--- src/sv/lcsb_pkg.sv ---
// Shared types and constants for the link connect supervisor.
package lcsb_pkg;

    localparam int DELAY_W = 22;
    localparam int YEAR_W  = 12;
    localparam int TIME_W  = 32;
    localparam int STATE_W = 3;
    localparam int CFG_IDX_W = 2;

    // request kinds on the input word
    localparam logic [1:0] KIND_POLL   = 2'd0;
    localparam logic [1:0] KIND_START  = 2'd1;
    localparam logic [1:0] KIND_FORCE  = 2'd2;

    // configuration register indexes
    localparam logic [CFG_IDX_W-1:0] CFG_BASE_DELAY = 2'd0;
    localparam logic [CFG_IDX_W-1:0] CFG_MAX_DELAY  = 2'd1;
    localparam logic [CFG_IDX_W-1:0] CFG_TIMEOUT    = 2'd2;
    localparam logic [CFG_IDX_W-1:0] CFG_MIN_YEAR   = 2'd3;

    localparam logic [DELAY_W-1:0] RST_BASE_DELAY = 22'd1000;
    localparam logic [DELAY_W-1:0] RST_MAX_DELAY  = 22'd60000;
    localparam logic [DELAY_W-1:0] RST_TIMEOUT    = 22'd10000;
    localparam logic [YEAR_W-1:0]  RST_MIN_YEAR   = 12'd2024;

    typedef enum logic [1:0] {
        OP_POLL,
        OP_START,
        OP_FORCE,
        OP_NONE
    } t_op;

    typedef struct packed {
        logic [1:0]        kind;
        logic [TIME_W-1:0] now_ms;
        logic              link_up;
        logic              year_known;
        logic [YEAR_W-1:0] clock_year;
    } t_in_word;

    typedef struct packed {
        logic [STATE_W-1:0] link_state;
        logic               begin_connect;
        logic               drop_link;
        logic               start_time_sync;
        logic               time_synced;
        logic [DELAY_W-1:0] backoff_ms;
    } t_out_word;

    // classified command held in the queue
    typedef struct packed {
        t_op               op;
        logic [TIME_W-1:0] now_ms;
        logic              link_up;
        logic              year_ok;
    } t_cmd;

endpackage

--- src/sv/lcsb_front.sv ---
// Front end: takes input words and classifies them into queue commands.
module lcsb_front
    import lcsb_pkg::*;
(
    input  logic              i_valid,
    output logic              o_stall,
    input  t_in_word          i_data,
    input  logic [YEAR_W-1:0] i_min_year,
    input  logic              i_q_full,
    output logic              o_q_push,
    output t_cmd              o_q_cmd
);

    t_op w_op;

    always_comb begin
        case (i_data.kind)
            KIND_POLL:  w_op = OP_POLL;
            KIND_START: w_op = OP_START;
            KIND_FORCE: w_op = OP_FORCE;
            default:    w_op = OP_NONE;
        endcase
    end

    assign o_stall          = i_q_full;
    assign o_q_push         = i_valid && !i_q_full;
    assign o_q_cmd.op       = w_op;
    assign o_q_cmd.now_ms   = i_data.now_ms;
    assign o_q_cmd.link_up  = i_data.link_up;
    // year check resolved here; the user must change min year only while idle, the block does not enforce it
    assign o_q_cmd.year_ok  = i_data.year_known && (i_data.clock_year >= i_min_year);

endmodule

--- src/sv/lcsb_queue.sv ---
// Short command queue between front and back ends.
module lcsb_queue
    import lcsb_pkg::*;
#(
    parameter int DEPTH = 2
) (
    input  logic i_clk,
    input  logic i_rst_n,
    input  logic i_push,
    input  t_cmd i_cmd,
    output logic o_full,
    input  logic i_pop,
    output logic o_valid,
    output t_cmd o_cmd
);

    localparam int PTR_W = (DEPTH > 1) ? $clog2(DEPTH) : 1;
    localparam int CNT_W = $clog2(DEPTH + 1);
    localparam logic [PTR_W-1:0] LAST = PTR_W'(DEPTH - 1);
    localparam logic [CNT_W-1:0] FULL = CNT_W'(DEPTH);

    t_cmd             r_mem [DEPTH];
    logic [PTR_W-1:0] r_wr_ptr;
    logic [PTR_W-1:0] r_rd_ptr;
    logic [CNT_W-1:0] r_count;

    assign o_full  = (r_count == FULL);
    assign o_valid = (r_count != '0);
    assign o_cmd   = r_mem[r_rd_ptr];

    always_ff @(posedge i_clk) begin
        if (i_push) begin
            r_mem[r_wr_ptr] <= i_cmd;
        end
    end

    always_ff @(posedge i_clk) begin
        if (!i_rst_n) begin
            r_wr_ptr <= '0;
            r_rd_ptr <= '0;
            r_count  <= '0;
        end else begin
            if (i_push) begin
                r_wr_ptr <= (r_wr_ptr == LAST) ? '0 : r_wr_ptr + 1'b1;
            end
            if (i_pop) begin
                r_rd_ptr <= (r_rd_ptr == LAST) ? '0 : r_rd_ptr + 1'b1;
            end
            if (i_push && !i_pop) begin
                r_count <= r_count + 1'b1;
            end else if (!i_push && i_pop) begin
                r_count <= r_count - 1'b1;
            end
        end
    end

endmodule

--- src/sv/lcsb_back.sv ---
// Back end: link state machine, backoff timing and the output register.
module lcsb_back
    import lcsb_pkg::*;
(
    input  logic               i_clk,
    input  logic               i_rst_n,
    input  logic               i_q_valid,
    input  t_cmd               i_q_cmd,
    output logic               o_q_pop,
    input  logic [DELAY_W-1:0] i_base_delay,
    input  logic [DELAY_W-1:0] i_max_delay,
    input  logic [DELAY_W-1:0] i_timeout,
    output logic               o_valid,
    input  logic               i_stall,
    output t_out_word          o_data
);

    typedef enum logic [STATE_W-1:0] {
        ST_DISCONNECTED = 3'd0,
        ST_CONNECTING   = 3'd1,
        ST_SYNCING      = 3'd2,
        ST_CONNECTED    = 3'd3,
        ST_READY        = 3'd4
    } t_state;

    t_state             r_state,       n_state;
    logic [TIME_W-1:0]  r_attempt_ms,  n_attempt_ms;
    logic [TIME_W-1:0]  r_last_retry,  n_last_retry;
    logic [DELAY_W-1:0] r_delay,       n_delay;
    logic               r_synced,      n_synced;
    logic               r_out_valid;
    t_out_word          r_out,         n_out;

    logic               w_begin, w_drop, w_sync;
    logic [TIME_W-1:0]  w_since_attempt;
    logic [TIME_W-1:0]  w_since_retry;
    logic [DELAY_W:0]   w_doubled;

    assign o_q_pop = i_q_valid && (!r_out_valid || !i_stall);

    assign w_since_attempt = i_q_cmd.now_ms - r_attempt_ms;
    assign w_since_retry   = i_q_cmd.now_ms - r_last_retry;
    assign w_doubled       = {r_delay, 1'b0};

    always_comb begin
        n_state      = r_state;
        n_attempt_ms = r_attempt_ms;
        n_last_retry = r_last_retry;
        n_delay      = r_delay;
        n_synced     = r_synced;
        w_begin      = 1'b0;
        w_drop       = 1'b0;
        w_sync       = 1'b0;
        case (i_q_cmd.op)
            OP_START: begin
                w_begin      = 1'b1;
                n_attempt_ms = i_q_cmd.now_ms;
                n_state      = ST_CONNECTING;
            end
            OP_FORCE: begin
                w_drop       = 1'b1;
                n_state      = ST_DISCONNECTED;
                n_last_retry = '0;
                n_delay      = i_base_delay;
            end
            OP_POLL: begin
                case (r_state)
                    ST_CONNECTING: begin
                        if (i_q_cmd.link_up) begin
                            n_delay = i_base_delay;
                            w_sync  = 1'b1;
                            n_state = ST_SYNCING;
                        end else if (w_since_attempt > TIME_W'(i_timeout)) begin
                            w_drop       = 1'b1;
                            n_state      = ST_DISCONNECTED;
                            n_last_retry = i_q_cmd.now_ms;
                        end
                    end
                    ST_SYNCING: begin
                        if (!i_q_cmd.link_up) begin
                            n_state  = ST_DISCONNECTED;
                            n_synced = 1'b0;
                        end else if (i_q_cmd.year_ok) begin
                            n_synced = 1'b1;
                            n_state  = ST_READY;
                        end
                    end
                    ST_CONNECTED: begin
                        if (!i_q_cmd.link_up) begin
                            n_state = ST_DISCONNECTED;
                        end
                    end
                    ST_READY: begin
                        if (!i_q_cmd.link_up) begin
                            n_state  = ST_DISCONNECTED;
                            n_synced = 1'b0;
                        end
                    end
                    ST_DISCONNECTED: begin
                        if (w_since_retry >= TIME_W'(r_delay)) begin
                            w_begin      = 1'b1;
                            n_attempt_ms = i_q_cmd.now_ms;
                            n_state      = ST_CONNECTING;
                            // doubled below the cap always fits in the delay width
                            n_delay = (w_doubled < (DELAY_W+1)'(i_max_delay))
                                      ? w_doubled[DELAY_W-1:0] : i_max_delay;
                        end
                    end
                    default: begin
                        n_state = r_state;
                    end
                endcase
            end
            default: begin
                n_state = r_state;
            end
        endcase
        n_out.link_state      = n_state;
        n_out.begin_connect   = w_begin;
        n_out.drop_link       = w_drop;
        n_out.start_time_sync = w_sync;
        n_out.time_synced     = n_synced;
        n_out.backoff_ms      = n_delay;
    end

    always_ff @(posedge i_clk) begin
        if (!i_rst_n) begin
            r_state      <= ST_DISCONNECTED;
            r_attempt_ms <= '0;
            r_last_retry <= '0;
            r_delay      <= RST_BASE_DELAY;
            r_synced     <= 1'b0;
            r_out_valid  <= 1'b0;
        end else begin
            if (o_q_pop) begin
                r_state      <= n_state;
                r_attempt_ms <= n_attempt_ms;
                r_last_retry <= n_last_retry;
                r_delay      <= n_delay;
                r_synced     <= n_synced;
                r_out_valid  <= 1'b1;
            end else if (!i_stall) begin
                r_out_valid  <= 1'b0;
            end
        end
    end

    always_ff @(posedge i_clk) begin
        if (o_q_pop) begin
            r_out <= n_out;
        end
    end

    assign o_valid = r_out_valid;
    assign o_data  = r_out;

endmodule

--- src/sv/link_connect_supervisor_backoff.sv ---
// Top level of the link connect supervisor with exponential reconnect backoff.
// Sustains one word per clock cycle in and one result word per cycle out while
// i_stall is low; the rate is set by the back end's state update of each word.
// A result passes from the input through the command queue and the back end's
// output register to o_data, and is held there while the output is stalled; the
// queue between front and back end holds QUEUE_DEPTH words so the input keeps
// flowing while a result waits, until the queue is full. The
// configuration registers are written through i_cfg_wr_en/i_cfg_idx/i_cfg_data
// and should only be changed while no word is in flight.
module link_connect_supervisor_backoff
    import lcsb_pkg::*;
#(
    parameter int QUEUE_DEPTH = 2
) (
    input  logic                 i_clk,
    input  logic                 i_rst_n,
    input  logic                 i_valid,
    output logic                 o_stall,
    input  t_in_word             i_data,
    output logic                 o_valid,
    input  logic                 i_stall,
    output t_out_word            o_data,
    input  logic                 i_cfg_wr_en,
    input  logic [CFG_IDX_W-1:0] i_cfg_idx,
    input  logic [DELAY_W-1:0]   i_cfg_data
);

    logic [DELAY_W-1:0] r_base_delay;
    logic [DELAY_W-1:0] r_max_delay;
    logic [DELAY_W-1:0] r_timeout;
    logic [YEAR_W-1:0]  r_min_year;

    logic w_q_full, w_q_push, w_q_valid, w_q_pop;
    t_cmd w_push_cmd, w_pop_cmd;

    always_ff @(posedge i_clk) begin
        if (!i_rst_n) begin
            r_base_delay <= RST_BASE_DELAY;
            r_max_delay  <= RST_MAX_DELAY;
            r_timeout    <= RST_TIMEOUT;
            r_min_year   <= RST_MIN_YEAR;
        end else if (i_cfg_wr_en) begin
            case (i_cfg_idx)
                CFG_BASE_DELAY: r_base_delay <= i_cfg_data;
                CFG_MAX_DELAY:  r_max_delay  <= i_cfg_data;
                CFG_TIMEOUT:    r_timeout    <= i_cfg_data;
                CFG_MIN_YEAR:   r_min_year   <= i_cfg_data[YEAR_W-1:0];
                default:        r_base_delay <= r_base_delay;
            endcase
        end
    end

    lcsb_front u_front (
        .i_valid    (i_valid),
        .o_stall    (o_stall),
        .i_data     (i_data),
        .i_min_year (r_min_year),
        .i_q_full   (w_q_full),
        .o_q_push   (w_q_push),
        .o_q_cmd    (w_push_cmd)
    );

    lcsb_queue #(
        .DEPTH (QUEUE_DEPTH)
    ) u_queue (
        .i_clk   (i_clk),
        .i_rst_n (i_rst_n),
        .i_push  (w_q_push),
        .i_cmd   (w_push_cmd),
        .o_full  (w_q_full),
        .i_pop   (w_q_pop),
        .o_valid (w_q_valid),
        .o_cmd   (w_pop_cmd)
    );

    lcsb_back u_back (
        .i_clk        (i_clk),
        .i_rst_n      (i_rst_n),
        .i_q_valid    (w_q_valid),
        .i_q_cmd      (w_pop_cmd),
        .o_q_pop      (w_q_pop),
        .i_base_delay (r_base_delay),
        .i_max_delay  (r_max_delay),
        .i_timeout    (r_timeout),
        .o_valid      (o_valid),
        .i_stall      (i_stall),
        .o_data       (o_data)
    );

endmodule
--- config.mk ---
export PLATFORM = sky130hd
export DESIGN_NAME = link_connect_supervisor_backoff
export DESIGN_NICKNAME = d
export VERILOG_FILES = /design/src/sv/lcsb_pkg.sv /design/src/sv/lcsb_front.sv /design/src/sv/lcsb_queue.sv /design/src/sv/lcsb_back.sv /design/src/sv/link_connect_supervisor_backoff.sv
export SDC_FILE = /design/constraint.sdc
export NUM_CORES = 1
export LEC_CHECK = 0
export BUFFER_PORTS_ARGS = -buffer_cell sky130_fd_sc_hd__buf_2
export CORE_MARGIN = 3
export CORE_UTILIZATION = 55
export CTS_BUF_LIST = sky130_fd_sc_hd__clkbuf_4 sky130_fd_sc_hd__clkbuf_8
export CTS_CLUSTER_SIZE = 25
export DETAILED_ROUTE_END_ITERATION = 10
export GPL_ROUTABILITY_DRIVEN = 0
export MAX_ROUTING_LAYER = met4
export PLACE_DENSITY = 0.79
export RECOVER_POWER = 100
export SETUP_SLACK_MARGIN = 0.5
export SLEW_MARGIN = 20
export SYNTH_ARGS = -nofsm -noshare
export SYNTH_HDL_FRONTEND = slang
export SYNTH_SLANG_ARGS = --single-unit
--- constraint.sdc ---
create_clock -name i_clk -period 10.7 [get_ports i_clk]
set_clock_uncertainty 0.1 [all_clocks]
set_input_delay 1.605 -clock i_clk [delete_from_list [all_inputs] [get_ports i_clk]]
set_output_delay 1.605 -clock i_clk [all_outputs]
set_load 0.05 [all_outputs]
==> metrics <==
Die Ht 184 um; Post-CTS Setup Inserts 0; cell count after synthesis 1999; vias in the first global route 14600; fin crit share 76.8%; Setup CP Type reg2reg; CTS Buf Count 46; clock latency on the worst-skew pair 0.57 ns; Slew Viols, Final 185; H-tree levels 2; total power draw 5.70 mW; most area-consuming cells after synthesis dfxtp_1 20%, edfxtp_1 17%, ha_1 10%, nand2_1 6.8%, inv_1 4.0%; failing checks capacitance limit, slew limit; CTS Hold Bufs 0; die area 33900 sq um; All-Layer GR Usage 28.0%; worst-margin pin slew 4.73 ns; Max Cap Viol 3; largest net degree at the start of global routing 135; synth warn 0; status finished with violations; IO buf count 107; Hold Crit Start u_back.r_attempt_ms[17]; highest clock rate 122 MHz; CTS tree yes; count leader, synth nand2_1; setup slack, reg-to-reg 2.48 ns; Synth top area share 20.0%; drt drc 0; syn nets 2219; boundary pin count 108; Critical Path RT 10.93 ns; Synth Area in Simple Gates 15.4%; post-placement setup slack 3.76 ns; Final min period 8.22 ns; antenna viol nets, final 0; largest vdd supply drop 0.168 mV; CTS resizes 0; Clk Tree Root Cell clkbuf_8; Pre-antenna DRT Iters 8; RSZ-0062 raised after global routing false; core area 30900 sq um; distinct cell type count after synthesis 78; ys async rst share 0%; Leakage Power 7.55 nW; M1 GR Usage 36.8%; Pwr per Cell Area 299 nW/um^2; post-synth top area cell dfxtp_1; startpoint type of the worst setup path flop; routed vias 15700; part of the Yosys area used for sequential elements 37.4%; Slew headroom -215%; post-synthesis mux area share 5.75%; final WL 47600 um; starting DRC count in detailed routing 1797; Clock Path Buffers 3; hold path depth 2; setup tns final 0 ns; grt met2 use 43.4%; Setup WS post-layout 2.48 ns; nets 2280; grt peak-use layer met2; met3 usage 4.39%; Final Hold Viols 0; ys flop type dfxtp_1; syn avg cell area 8.72 sq um; Commonest cells post-synth 314 x nand2_1, 188 x inv_1, 174 x dfxtp_1, 141 x ha_1, 110 x a21oi_1; largest family of logic cells by synthesized area compound AO/OA/AOI/OAI gates; clock transition at the registers of the reported paths 0.07 ns; initial antenna violation count 0; Mapped Area 17400 sq um; Final setup viols 0; post-DR vias/cell 6.28; post-DP HPWL 34900 um; CP Max Fanout 39; EDFF count, synth 101; antenna cells 0; Compound-Gate Fraction of Synth Area 21.5%; global-route wire length before repair 75100 um; Placement Rows 64; CTS Sinks 275; Area Growth Syn to Fin 9.38%; flops & latches, synth 275; Initial Utilization 56.4%; layout cells sized above 1 9.93%; grt ovf 0; crit path capture type flop; CP arrival 8.45 ns; XOR/XNOR share of the synthesized area 2.61%; FF-to-FF path depth 22; Hold WC Path Type reg2reg; Die W 184 um; adder-cell share of the synthesized area 10.4%; DR WL/cell 19.1 um
-- path summary, 6_finish.rpt --
path | to
min | u_back.r_attempt_ms[17]
max reg2reg | u_back.o_data[3]
max | u_back.o_data[3]
min reg2reg | u_back.r_attempt_ms[17]
-- layer usage --
metal  wire (um)  share of wire [%]
met3        4520                9.5
met5           0                  0
met1       19900                 42
met2       21000                 44
met4        2150                4.5
-- sequential cells by signal, indices dropped and copies added, names as in the netlist, 2 cells and up, named ones only --
name	flops
r_timeout	22
u_queue.r_count	2
r_max_delay	22
u_back.r_delay	22
u_back.r_last_retry	32
r_min_year	12
u_back.r_state	3
u_back.o_data	29
u_back.r_attempt_ms	32
r_base_delay	22
u_queue.r_mem	72
-- final cells by class --
cell class	count	area, sq um
timing repair buffer	121	577
sequential	275	6520
clock inverter	12	158
clock buffer	71	896
fill	2646	11900
inverter	189	709
multi-input combinational	1427	9710
tap	396	495
-- worst max-delay path: stages (launching register included) --
cell      delay [ns]
dfxtp_1         1.67
mux2i_1         0.54
ha_1            0.26
inv_1           0.06
fa_1            0.42
a211oi_1        0.29
nor3_1          0.16
o21ai_0         0.19
nand2_1         0.11
a21o_1          0.20
a21oi_1         0.18
xnor2_1         0.14
ha_1            0.26
nand4_1         0.13
nor4_1          0.08
a32o_1          0.26
o21a_1          0.16
a2111o_1        0.38
a211oi_1        0.24
nand4_1         0.18
nor2_1          1.06
a211oi_1        0.44
o311ai_0        0.47
-- cells by family (layout without fill, tap and decap cells) --
logic type      Yosys count  after routing
fa+ha+maj               143            143
flops                   275            275
compound gates          530            530
buf+inv                 297            393
simple gates            607            607
mux                      95             95
xor+xnor                 52             52
-- stage by stage --
step           utilization (%)  hold slack (ns)  std cells  cell area, sq um
4_1_cts                   62.0            0.359       2490             19100
5_1_grt                   61.7            0.373       2491             19100
3_3_place_gp              58.5            0.344       2407             18100
6_report                  61.7            0.356       2491             19100
2_1_floorplan                -            0.338       1999             17400
3_5_place_dp              58.5            0.351       2407             18100
-- power breakdown --
group | switching, mW | internal (mW) | total (mW)
combinational | 2.07 | 1.14 | 3.21
clock | 0.426 | 0.629 | 1.05
sequential | 0.128 | 1.31 | 1.44
-- layout by cell type, fill, tap and decap left out, drive strengths merged, types with 9 or more instances in the layout --
master and count:
o21ai 62, o211ai 40, nand4 31, mux2 38, nor3 27, o21bai 9, o221ai 41, inv 190
o22ai 14, a31oi 16, a211oi 22, o21a 17, a21o 26, ha 141, a21oi 113, dfxtp 174
nand2 314, nand2b 10, o31ai 24, nand3 90, xnor2 21, nor2 79, and2 11, edfxtp 101
and3 10, clkbuf 121, mux2i 57, buf 71, a21boi 71, xor2 31
No activity file was read; power rests on OpenSTA's default activity.
